--- src/rtl/bufr_pkg.sv ---
// ----------------------------------------------------------------------------
// bufr_pkg: shared types and constants for the batched update frame receiver
// Holds the transaction payload types, frame codes and the divider interface.
// ----------------------------------------------------------------------------
package bufr_pkg;

  localparam int STREAM_ADDR_BITS = 32;

  localparam logic [7:0] MAGIC_HOST0     = 8'h80;
  localparam logic [7:0] MAGIC_HOST1     = 8'h00;
  localparam logic [7:0] MAGIC_HOST2     = 8'hee;
  localparam logic [7:0] MAGIC_DEV0      = 8'h81;
  localparam logic [15:0] RESP_FIXED_LEN = 16'd7;
  localparam logic [15:0] DATA_FIXED_LEN = 16'd11;
  localparam logic [15:0] META_LENGTH    = 16'd17;
  localparam logic [7:0] FTYPE_META      = 8'd1;
  localparam logic [7:0] FTYPE_DATA      = 8'd3;
  localparam logic [7:0] RTYPE_ACK       = 8'd2;
  localparam logic [7:0] RTYPE_TERM      = 8'd5;
  localparam logic [2:0] BAD_LIMIT_RESET = 3'd5;
  localparam logic [2:0] BAD_COUNT_MAX   = 3'd7;

  localparam logic [1:0] KIND_STREAM = 2'd0;
  localparam logic [1:0] KIND_RESP   = 2'd1;
  localparam logic [1:0] KIND_DONE   = 2'd2;

  typedef struct packed {
    logic [7:0] frame_byte;
    logic       frame_start;
  } in_item_t;

  typedef struct packed {
    logic [1:0]  kind;
    logic [7:0]  byte_value;
    logic [31:0] stream_address;
    logic        last;
  } out_item_t;

  typedef struct packed {
    logic        start;
    logic [31:0] dividend;
    logic [15:0] divisor;
  } div_req_t;

  typedef struct packed {
    logic        busy;
    logic        done;
    logic [31:0] quotient;
  } div_rsp_t;

endpackage

--- src/rtl/batched_update_frame_receiver.sv ---
// ----------------------------------------------------------------------------
// batched_update_frame_receiver: host update frame parser
// Parses host frames byte by byte, streams payload and serializes responses.
// ----------------------------------------------------------------------------
// One frame byte is taken per transaction. Bytes that produce no result or a
// single result (payload write, transfer complete) are taken at one per cycle
// as long as the consumer keeps up; the result register holds the input off
// only while a result waits under out_stall. A byte that closes a frame with
// an ack or a terminal frame stalls the input while the 11-byte or 8-byte
// response is loaded, one response byte per cycle while out_stall is low,
// and the next byte is taken once the last response byte is loaded. A good
// metadata frame first runs the serial divider for the packet count: a
// load and 33 iterations, and the sequencer waits for the divider to finish
// before the ack starts. The bad frame limit register may be written at any
// idle time and takes effect on the next bad frame.
module batched_update_frame_receiver
  import bufr_pkg::*;
(
  input  logic       clk,
  input  logic       rst_n,
  input  logic       in_valid,
  output logic       in_stall,
  input  in_item_t   in_data,
  output logic       out_valid,
  input  logic       out_stall,
  output out_item_t  out_data,
  input  logic       cfg_we,
  input  logic [2:0] cfg_wdata
);

  typedef enum logic [3:0] {
    ST_IDLE = 4'b0001,
    ST_DIV  = 4'b0010,
    ST_RESP = 4'b0100,
    ST_OUT  = 4'b1000
  } state_t;

  state_t      state_r, state_nxt;
  logic [2:0]  limit_r, limit_nxt;
  logic [15:0] pos_r, pos_nxt;
  logic [15:0] dlen_r, dlen_nxt;
  logic [7:0]  fkind_r, fkind_nxt;
  logic        mok_r, mok_nxt;
  logic [7:0]  sum_r, sum_nxt;
  logic [31:0] pnum_r, pnum_nxt;
  logic [15:0] psize_r, psize_nxt;
  logic [31:0] tsize_r, tsize_nxt;
  logic [15:0] bsize_r, bsize_nxt;
  logic [31:0] ptotal_r, ptotal_nxt;
  logic [31:0] exp_r, exp_nxt;
  logic [31:0] bfirst_r, bfirst_nxt;
  logic [31:0] fill_r, fill_nxt;
  logic [31:0] bstart_r, bstart_nxt;
  logic [15:0] bpos_r, bpos_nxt;
  logic [2:0]  bad_r, bad_nxt;
  logic [15:0] npsize_r, npsize_nxt;
  logic [15:0] nbsize_r, nbsize_nxt;
  // Response serializer: type, payload word, byte index, checksum.
  logic        rterm_r, rterm_nxt;
  logic [31:0] rword_r, rword_nxt;
  logic [3:0]  ridx_r, ridx_nxt;
  logic [7:0]  rsum_r, rsum_nxt;
  logic        ovalid_r, ovalid_nxt;
  out_item_t   odata_r, odata_nxt;

  div_req_t    dreq;
  div_rsp_t    drsp;

  logic        in_acc;
  logic [15:0] p;
  logic [7:0]  b;
  logic [7:0]  rbyte;
  logic [3:0]  rlen_m1;
  logic [2:0]  bad_inc;
  logic [31:0] stream_mask;

  bufr_div u_div (
    .clk (clk),
    .rst_n (rst_n),
    .req (dreq),
    .rsp (drsp)
  );

  assign stream_mask = 32'hffff_ffff >> (32 - STREAM_ADDR_BITS);
  assign in_stall    = !(state_r == ST_IDLE) || (ovalid_r && out_stall);
  assign in_acc      = in_valid && !in_stall;
  assign b           = in_data.frame_byte;
  assign p           = pos_r + 16'd1;
  assign rlen_m1     = rterm_r ? 4'd7 : 4'd10;
  assign bad_inc     = (bad_r < BAD_COUNT_MAX) ? bad_r + 3'd1 : bad_r;

  // Response byte at the current index.
  always_comb begin
    case (ridx_r)
      4'd0: rbyte = MAGIC_DEV0;
      4'd1: rbyte = 8'h00;
      4'd2: rbyte = 8'hee;
      4'd3: rbyte = rterm_r ? RTYPE_TERM : RTYPE_ACK;
      4'd4: rbyte = rterm_r ? 8'd8 : 8'd11;
      4'd5: rbyte = 8'h00;
      4'd6: rbyte = rterm_r ? 8'h00 : rword_r[7:0];
      4'd7: rbyte = rterm_r ? rsum_r : rword_r[15:8];
      4'd8: rbyte = rword_r[23:16];
      4'd9: rbyte = rword_r[31:24];
      default: rbyte = rsum_r;
    endcase
  end

  always_comb begin
    state_nxt  = state_r;
    limit_nxt  = limit_r;
    pos_nxt    = pos_r;
    dlen_nxt   = dlen_r;
    fkind_nxt  = fkind_r;
    mok_nxt    = mok_r;
    sum_nxt    = sum_r;
    pnum_nxt   = pnum_r;
    psize_nxt  = psize_r;
    tsize_nxt  = tsize_r;
    bsize_nxt  = bsize_r;
    ptotal_nxt = ptotal_r;
    exp_nxt    = exp_r;
    bfirst_nxt = bfirst_r;
    fill_nxt   = fill_r;
    bstart_nxt = bstart_r;
    bpos_nxt   = bpos_r;
    bad_nxt    = bad_r;
    npsize_nxt = npsize_r;
    nbsize_nxt = nbsize_r;
    rterm_nxt  = rterm_r;
    rword_nxt  = rword_r;
    ridx_nxt   = ridx_r;
    rsum_nxt   = rsum_r;
    ovalid_nxt = ovalid_r && out_stall;
    odata_nxt  = odata_r;
    dreq.start    = 1'b0;
    dreq.dividend = tsize_r;
    dreq.divisor  = psize_r;

    if (cfg_we) begin
      limit_nxt = cfg_wdata;
    end

    case (state_r)
      ST_IDLE: begin
        if (in_acc) begin
          if (in_data.frame_start) begin
            pos_nxt   = '0;
            sum_nxt   = b;
            mok_nxt   = (b == MAGIC_HOST0);
            fkind_nxt = '0;
            dlen_nxt  = '0;
          end else if (mok_r) begin
            pos_nxt = p;
            if (p <= 16'd5) begin
              sum_nxt = sum_r + b;
              if (p == 16'd1 && b != MAGIC_HOST1) begin
                mok_nxt = 1'b0;
              end else if (p == 16'd2 && b != MAGIC_HOST2) begin
                mok_nxt = 1'b0;
              end else if (p == 16'd3) begin
                fkind_nxt = b;
                if (b != FTYPE_META && b != FTYPE_DATA) mok_nxt = 1'b0;
              end else if (p == 16'd4) begin
                dlen_nxt = {8'd0, b};
              end else if (p == 16'd5) begin
                dlen_nxt = {b, dlen_r[7:0]};
                if (fkind_r == FTYPE_META && {b, dlen_r[7:0]} < META_LENGTH) begin
                  mok_nxt = 1'b0;
                end else if (fkind_r == FTYPE_DATA &&
                             {b, dlen_r[7:0]} < DATA_FIXED_LEN) begin
                  mok_nxt = 1'b0;
                  // Short data frame counts as bad.
                  bad_nxt = bad_inc;
                  ridx_nxt = '0;
                  state_nxt = ST_RESP;
                  if (bad_inc >= limit_r) begin
                    rterm_nxt = 1'b1;
                  end else begin
                    rterm_nxt = 1'b0;
                    rword_nxt = bfirst_r;
                    exp_nxt   = bfirst_r;
                    fill_nxt  = bstart_r;
                    bpos_nxt  = '0;
                  end
                end
              end
            end else if (p == dlen_r - 16'd1) begin
              mok_nxt = 1'b0;
              if (fkind_r == FTYPE_META) begin
                if (npsize_r != 16'd0 && nbsize_r != 16'd0) begin
                  psize_nxt  = npsize_r;
                  bsize_nxt  = nbsize_r;
                  tsize_nxt  = pnum_r;
                  dreq.start = 1'b1;
                  dreq.dividend = pnum_r;
                  dreq.divisor  = npsize_r;
                  exp_nxt    = '0;
                  bfirst_nxt = '0;
                  fill_nxt   = '0;
                  bstart_nxt = '0;
                  bpos_nxt   = '0;
                  bad_nxt    = '0;
                  rterm_nxt  = 1'b0;
                  rword_nxt  = '0;
                  ridx_nxt   = '0;
                  state_nxt  = ST_DIV;
                end
              end else if (sum_r != b || pnum_r != exp_r) begin
                bad_nxt  = bad_inc;
                ridx_nxt = '0;
                state_nxt = ST_RESP;
                if (bad_inc >= limit_r) begin
                  rterm_nxt = 1'b1;
                end else begin
                  rterm_nxt = 1'b0;
                  rword_nxt = bfirst_r;
                  exp_nxt   = bfirst_r;
                  fill_nxt  = bstart_r;
                  bpos_nxt  = '0;
                end
              end else begin
                fill_nxt = fill_r + {16'd0, dlen_r - DATA_FIXED_LEN};
                exp_nxt  = exp_r + 32'd1;
                bad_nxt  = '0;
                bpos_nxt = bpos_r + 16'd1;
                if (ptotal_r != 32'd0 && pnum_r == ptotal_r - 32'd1) begin
                  ovalid_nxt = 1'b1;
                  odata_nxt.kind = KIND_DONE;
                  odata_nxt.byte_value = '0;
                  odata_nxt.stream_address =
                    (fill_r + {16'd0, dlen_r - DATA_FIXED_LEN}) & stream_mask;
                  odata_nxt.last = 1'b1;
                end else if (bsize_r != 16'd0 && bpos_r + 16'd1 == bsize_r) begin
                  rterm_nxt  = 1'b0;
                  rword_nxt  = exp_r + 32'd1;
                  ridx_nxt   = '0;
                  bfirst_nxt = exp_r + 32'd1;
                  bstart_nxt = fill_r + {16'd0, dlen_r - DATA_FIXED_LEN};
                  bpos_nxt   = '0;
                  state_nxt  = ST_RESP;
                end
              end
            end else begin
              sum_nxt = sum_r + b;
              if (fkind_r == FTYPE_META) begin
                case (p)
                  16'd6:  npsize_nxt = {8'd0, b};
                  16'd7:  npsize_nxt = {b, npsize_r[7:0]};
                  16'd8:  pnum_nxt = {24'd0, b};
                  16'd9:  pnum_nxt[15:8] = b;
                  16'd10: pnum_nxt[23:16] = b;
                  16'd11: pnum_nxt[31:24] = b;
                  16'd12: nbsize_nxt = {8'd0, b};
                  16'd13: nbsize_nxt = {b, nbsize_r[7:0]};
                  default: ;
                endcase
              end else if (p == 16'd6) begin
                pnum_nxt = {24'd0, b};
              end else if (p == 16'd7) begin
                pnum_nxt[15:8] = b;
              end else if (p == 16'd8) begin
                pnum_nxt[23:16] = b;
              end else if (p == 16'd9) begin
                pnum_nxt[31:24] = b;
              end else if (pnum_r == exp_r) begin
                ovalid_nxt = 1'b1;
                odata_nxt.kind = KIND_STREAM;
                odata_nxt.byte_value = b;
                odata_nxt.stream_address =
                  (fill_r + {16'd0, p - 16'd10}) & stream_mask;
                odata_nxt.last = 1'b0;
              end
            end
          end
        end
      end
      ST_DIV: begin
        if (drsp.done) begin
          ptotal_nxt = drsp.quotient;
          state_nxt  = ST_RESP;
        end
      end
      ST_RESP: begin
        if (!ovalid_r || !out_stall) begin
          ovalid_nxt = 1'b1;
          odata_nxt.kind = KIND_RESP;
          odata_nxt.byte_value = rbyte;
          odata_nxt.stream_address = '0;
          odata_nxt.last = (ridx_r == rlen_m1);
          rsum_nxt = (ridx_r == 4'd0) ? rbyte : rsum_r + rbyte;
          ridx_nxt = ridx_r + 4'd1;
          if (ridx_r == rlen_m1) state_nxt = ST_IDLE;
        end
      end
      default: state_nxt = ST_IDLE;
    endcase
  end

  always_ff @(posedge clk) begin
    odata_r <= odata_nxt;
    rword_r <= rword_nxt;
    rsum_r  <= rsum_nxt;
    rterm_r <= rterm_nxt;
    if (!rst_n) begin
      state_r  <= ST_IDLE;
      limit_r  <= BAD_LIMIT_RESET;
      pos_r    <= '0;
      dlen_r   <= '0;
      fkind_r  <= '0;
      mok_r    <= 1'b0;
      sum_r    <= '0;
      pnum_r   <= '0;
      psize_r  <= '0;
      tsize_r  <= '0;
      bsize_r  <= '0;
      ptotal_r <= '0;
      exp_r    <= '0;
      bfirst_r <= '0;
      fill_r   <= '0;
      bstart_r <= '0;
      bpos_r   <= '0;
      bad_r    <= '0;
      npsize_r <= '0;
      nbsize_r <= '0;
      ridx_r   <= '0;
      ovalid_r <= 1'b0;
    end else begin
      state_r  <= state_nxt;
      limit_r  <= limit_nxt;
      pos_r    <= pos_nxt;
      dlen_r   <= dlen_nxt;
      fkind_r  <= fkind_nxt;
      mok_r    <= mok_nxt;
      sum_r    <= sum_nxt;
      pnum_r   <= pnum_nxt;
      psize_r  <= psize_nxt;
      tsize_r  <= tsize_nxt;
      bsize_r  <= bsize_nxt;
      ptotal_r <= ptotal_nxt;
      exp_r    <= exp_nxt;
      bfirst_r <= bfirst_nxt;
      fill_r   <= fill_nxt;
      bstart_r <= bstart_nxt;
      bpos_r   <= bpos_nxt;
      bad_r    <= bad_nxt;
      npsize_r <= npsize_nxt;
      nbsize_r <= nbsize_nxt;
      ridx_r   <= ridx_nxt;
      ovalid_r <= ovalid_nxt;
    end
  end

  assign out_valid = ovalid_r;
  assign out_data  = odata_r;

  // The divider only runs while the sequencer waits on it.
  a_div_busy: assert property (@(posedge clk) disable iff (!rst_n)
    drsp.busy |-> state_r == ST_DIV) else $error("divider busy outside wait");

  // Input is never taken while a response frame is being serialized.
  a_no_in_resp: assert property (@(posedge clk) disable iff (!rst_n)
    state_r == ST_RESP |-> in_stall) else $error("input open during response");

  // The last flag of a response byte closes the response state.
  a_resp_last: assert property (@(posedge clk) disable iff (!rst_n)
    (state_r == ST_RESP && (!ovalid_r || !out_stall) && ridx_r == rlen_m1)
    |=> state_r == ST_IDLE && out_data.last) else $error("response end lost");

endmodule

--- src/rtl/bufr_div.sv ---
// ----------------------------------------------------------------------------
// bufr_div: iterative divider
// Restoring division, one quotient bit per cycle, 33-bit dividend.
// ----------------------------------------------------------------------------
module bufr_div
  import bufr_pkg::*;
(
  input  logic     clk,
  input  logic     rst_n,
  input  div_req_t req,
  output div_rsp_t rsp
);

  logic [32:0] quo_r, quo_nxt;
  logic [16:0] rem_r, rem_nxt;
  logic [15:0] dvs_r, dvs_nxt;
  logic [5:0]  cnt_r, cnt_nxt;
  logic        busy_r, busy_nxt;
  logic        done_r, done_nxt;
  logic [17:0] trial;
  logic [32:0] dividend_ext;

  always_comb begin
    quo_nxt  = quo_r;
    rem_nxt  = rem_r;
    dvs_nxt  = dvs_r;
    cnt_nxt  = cnt_r;
    busy_nxt = busy_r;
    done_nxt = 1'b0;
    // Dividend is total + size - 1, which may carry into bit 32.
    dividend_ext = {1'b0, req.dividend} + {17'd0, req.divisor} - 33'd1;
    trial = {rem_r, quo_r[32]} - {2'b00, dvs_r};
    if (req.start) begin
      quo_nxt  = dividend_ext;
      rem_nxt  = '0;
      dvs_nxt  = req.divisor;
      cnt_nxt  = 6'd33;
      busy_nxt = 1'b1;
    end else if (busy_r) begin
      if (!trial[17]) begin
        rem_nxt = trial[16:0];
        quo_nxt = {quo_r[31:0], 1'b1};
      end else begin
        rem_nxt = {rem_r[15:0], quo_r[32]};
        quo_nxt = {quo_r[31:0], 1'b0};
      end
      cnt_nxt = cnt_r - 6'd1;
      if (cnt_r == 6'd1) begin
        busy_nxt = 1'b0;
        done_nxt = 1'b1;
      end
    end
  end

  always_ff @(posedge clk) begin
    quo_r <= quo_nxt;
    rem_r <= rem_nxt;
    dvs_r <= dvs_nxt;
    if (!rst_n) begin
      cnt_r  <= '0;
      busy_r <= 1'b0;
      done_r <= 1'b0;
    end else begin
      cnt_r  <= cnt_nxt;
      busy_r <= busy_nxt;
      done_r <= done_nxt;
    end
  end

  assign rsp.busy     = busy_r;
  assign rsp.done     = done_r;
  assign rsp.quotient = quo_r[31:0];

endmodule

--- config.mk ---
export PLATFORM = sky130hd
export DESIGN_NAME = batched_update_frame_receiver
export DESIGN_NICKNAME = d
export VERILOG_FILES = /design/src/rtl/bufr_pkg.sv /design/src/rtl/batched_update_frame_receiver.sv /design/src/rtl/bufr_div.sv
export SDC_FILE = /design/constraint.sdc
export NUM_CORES = 2
export LEC_CHECK = 0
export ABC_AREA = 1
export ABC_CLOCK_PERIOD_IN_PS = 7800
export BUFFER_PORTS_ARGS = -buffer_cell sky130_fd_sc_hd__buf_2
export CAP_MARGIN = 30
export CORE_MARGIN = 8
export CORE_UTILIZATION = 32
export CTS_CLUSTER_DIAMETER = 200
export DETAILED_ROUTE_END_ITERATION = 16
export GPL_TIMING_DRIVEN = 0
export MAX_ROUTING_LAYER = met4
export PLACE_DENSITY = 0.45
export SLEW_MARGIN = 15
export SYNTH_ARGS = -nofsm -noshare
export SYNTH_HDL_FRONTEND = slang
export SYNTH_SLANG_ARGS = --single-unit
--- constraint.sdc ---
create_clock -name clk -period 7.8 [get_ports clk]
set_input_delay 0.78 -clock clk [delete_from_list [all_inputs] [get_ports clk]]
set_output_delay 0.78 -clock clk [all_outputs]
set_load 0.1 [all_outputs]
==> impl_metrics.toml <==
[worst_setup_path]
crit_type = "reg2reg"
r2r_start = "pos_r[0]"
reg2reg_depth = 30
worst_ep_arrival_time_ps = 7500
reg2reg_to = "u_div.quo_r[22]"
crit_start = "pos_r[0]"
required_ps = 8170
max_stage_delay_ps = 740
end_kind = "flip-flop"
endpoint = "u_div.quo_r[22]"
cp-start-kind = "flip-flop"
reg2reg_slack_ps = 670
cp_slowest_cell = "o21ai_0"
cp_max_fo = 10
cp_common_cell = "nand2_1"

[clock_network]
cts_root_buf = "clkbuf_16"
cts_hold_buf = 0
cts_buffer_depth = 3
cts_resized = 0
cts_made_buffers = 70
clock_sinks = 525
htree_num_levels = 3
clk_pin_slew_ps = 60
cts_tree = "yes"
post_cts_buffers = 0
clk_latency_ps = 660

[timing]
setup_viol_count_final = 0
slew_headroom = 0.294
rsz0062_at_grt = "false"
fin_crit_sh = 0.914
finalWorstSetupSlack_ps = 668
drv_slew = 0
fin_crit_ps = 7130
max_freq_mhz = 140
skew_ps = 42.3
hold_viol = 0
worstMarginPinSlew_ps = 1060

[floorplan]
start_util = 0.321
coreArea_sq_mm = 0.112
boundaryPins = 62
die_h_microns = 351
core.rowCount = 123
dieArea_sq_mm = 0.123
die_x_microns = 351

[placement]
dp_hpwl_microns = 125000
pre_cts_ws_ps = 661
port_buffers = 60
routabilityCongestion = 0.971
placed_area_sq_mm = 0.0383

[layout]
layout_common_cells = "1246 x nand2_1, 637 x nor2_1, 566 x inv_1, 491 x o21ai_0, 424 x a21oi_1"
drive_above_1_share = 0.0763
synthToLayoutAreaGrowth_pct = 12.9
final_nets = 5684
fillCellCount = 12300
design_area_sq_mm = 0.0406
final_common_cell = "nand2_1"

[global_route]
grt_pass1_wl_microns = 233000
grt_overflow = 0
grt_pass1_vias = 35100
antenna_found_initial = 5
track_usage = 0.257
grt_max_degree = 32

[yosys]
synthesis.area_sq_mm = 0.0359
synth_edf_count = 133
yosys_warnings = 0
syn_avg_cell_area_sq_um = 6.68
async_flop_share = 0
synth_fp_nets = 5537
syn_inst = 5384
ys.flop_type = "dfxtp_1"
ys_ff_latch = 525
synth_cell_type_count = 71
synth_seq_area_share = 0.329

[power_and_ir_drop]
ir_worst_vdd_mv = 0.125
leakage_nw = 17.9
p_per_area_mw_per_mm2 = 168

[detailed_routing]
drt_iter0_drc = 3697
wirelength_microns = 159000
dr.pass1.iters = 5
antenna_left = 0
drc = 0
routed-via-count = 37200
wl_per_cell_microns = 22.4
viasPerCell = 5.24

[min_path]
hold_path.class = "in2reg"

[status]
outcome = "complete, no violations"

[flow_run]
drv_cap = 0
## final cells by class
| cell class | count | area, sq um | area share |
|---|---|---|---|
| tap | 1500 | 1880 | 0.0462 |
| sequential | 525 | 11800 | 0.292 |
| buffer | 227 | 1070 | 0.0263 |
| inverter | 589 | 2210 | 0.0545 |
| multi-input combinational | 4043 | 20900 | 0.514 |
| clock inverter | 31 | 288 | 0.00709 |
| timing repair buffer | 75 | 453 | 0.0112 |
| clock buffer | 96 | 1980 | 0.0489 |
| antenna | 3 | 7.51 | 0.000185 |
## kinds of logic (layout without fill, tap and decap cells)
logic type               count (synthesis)  after routing  synth area share
XOR/XNOR                               215            215            0.0524
flip-flops                             525            525             0.329
other                                    0              3                 0
AO/OA/AOI/OAI                         1155           1155             0.177
AND/OR/NAND/NOR                       2537           2537             0.302
buffers and inverters                  816           1018            0.0910
adder cells (fa/ha/maj)                136            136            0.0486
## critical path, delay by kind of cell, from the launching register on
kind / cells / cell delay, ps
adder cells (fa/ha/maj): 3 / 810
buffers and inverters: 3 / 510
XOR/XNOR: 1 / 440
AND/OR/NAND/NOR: 18 / 2630
AO/OA/AOI/OAI: 5 / 1940
flip-flops: 1 / 530
## Yosys cell counts, drive strengths merged, types with 12 or more instances
cell type  instances  area (sq um)
nand2           1267          4820
nor2             664          2590
inv              578          2170
o21ai            529          2670
a21oi            444          2300
dfxtp            392          7850
nand3            323          1650
xor2             156          1370
clkbuf           135           508
edfxtp           133          3990
ha               130          1630
buf               92           552
nand4             79           500
nor3              78           435
xnor2             59           517
or2               55           344
o22ai             34           213
nor4              32           215
nand3b            29           218
o2111ai           20           175
o211ai            20           150
o21bai            17           128
a211oi            14           120
a21boi            13          97.6
a21o              12          90.1
## power by group
group          leakage (nW)  internal, mW  switching, mW
Sequential             4.31          2.80         0.0155
Clock                  1.12          1.92           1.37
Combinational          12.4         0.199          0.521
## state kept, by name, indices dropped and copies added (netlist names), 16 cells and up
register and cells:
tsize_r 32, bpos_r 16, dlen_r 16, u_div.dvs_r 16
rword_r 32, exp_r 32, bfirst_r 32, bstart_r 32
out_data 43, pos_r 16, fill_r 32, u_div.rem_r 17
bsize_r 16, psize_r 16, pnum_r 32, ptotal_r 32
nbsize_r 16, u_div.quo_r 33, npsize_r 16
## layer usage
metal / track usage / part of all wire
met4: 0.0779 / 0.029
met3: 0.0275 / 0.053
met2: 0.389 / 0.44
met1: 0.361 / 0.48
met5: - / 0
## metrics by stage
step	utilization	std cells	power (mW)	hold slack, ps	TNS (ps)
floorplan	-	5384	3.33	430	0
global placement	0.341	6944	3.58	440	-85590
detailed placement	0.342	6956	3.58	445	0
CTS	0.363	7083	6.88	363	0
global route	0.363	7088	7.06	406	0
finish	0.363	7089	6.83	411	0
## how the worst min path moves through the flow
stage                     depth (start not counted)  slack (ps)    startpoint           to
after floorplan                                   2         430    psize_r[0]   psize_r[0]
after global routing                              3         410  cfg_wdata[2]   limit_r[2]
final                                             3         410  cfg_wdata[2]   limit_r[2]
after detailed placement                          2         440   psize_r[15]  psize_r[15]
after CTS                                         3         360  cfg_wdata[2]   limit_r[2]
after global placement                            2         440    psize_r[4]   psize_r[4]
(Power assumes the default switching activity.)
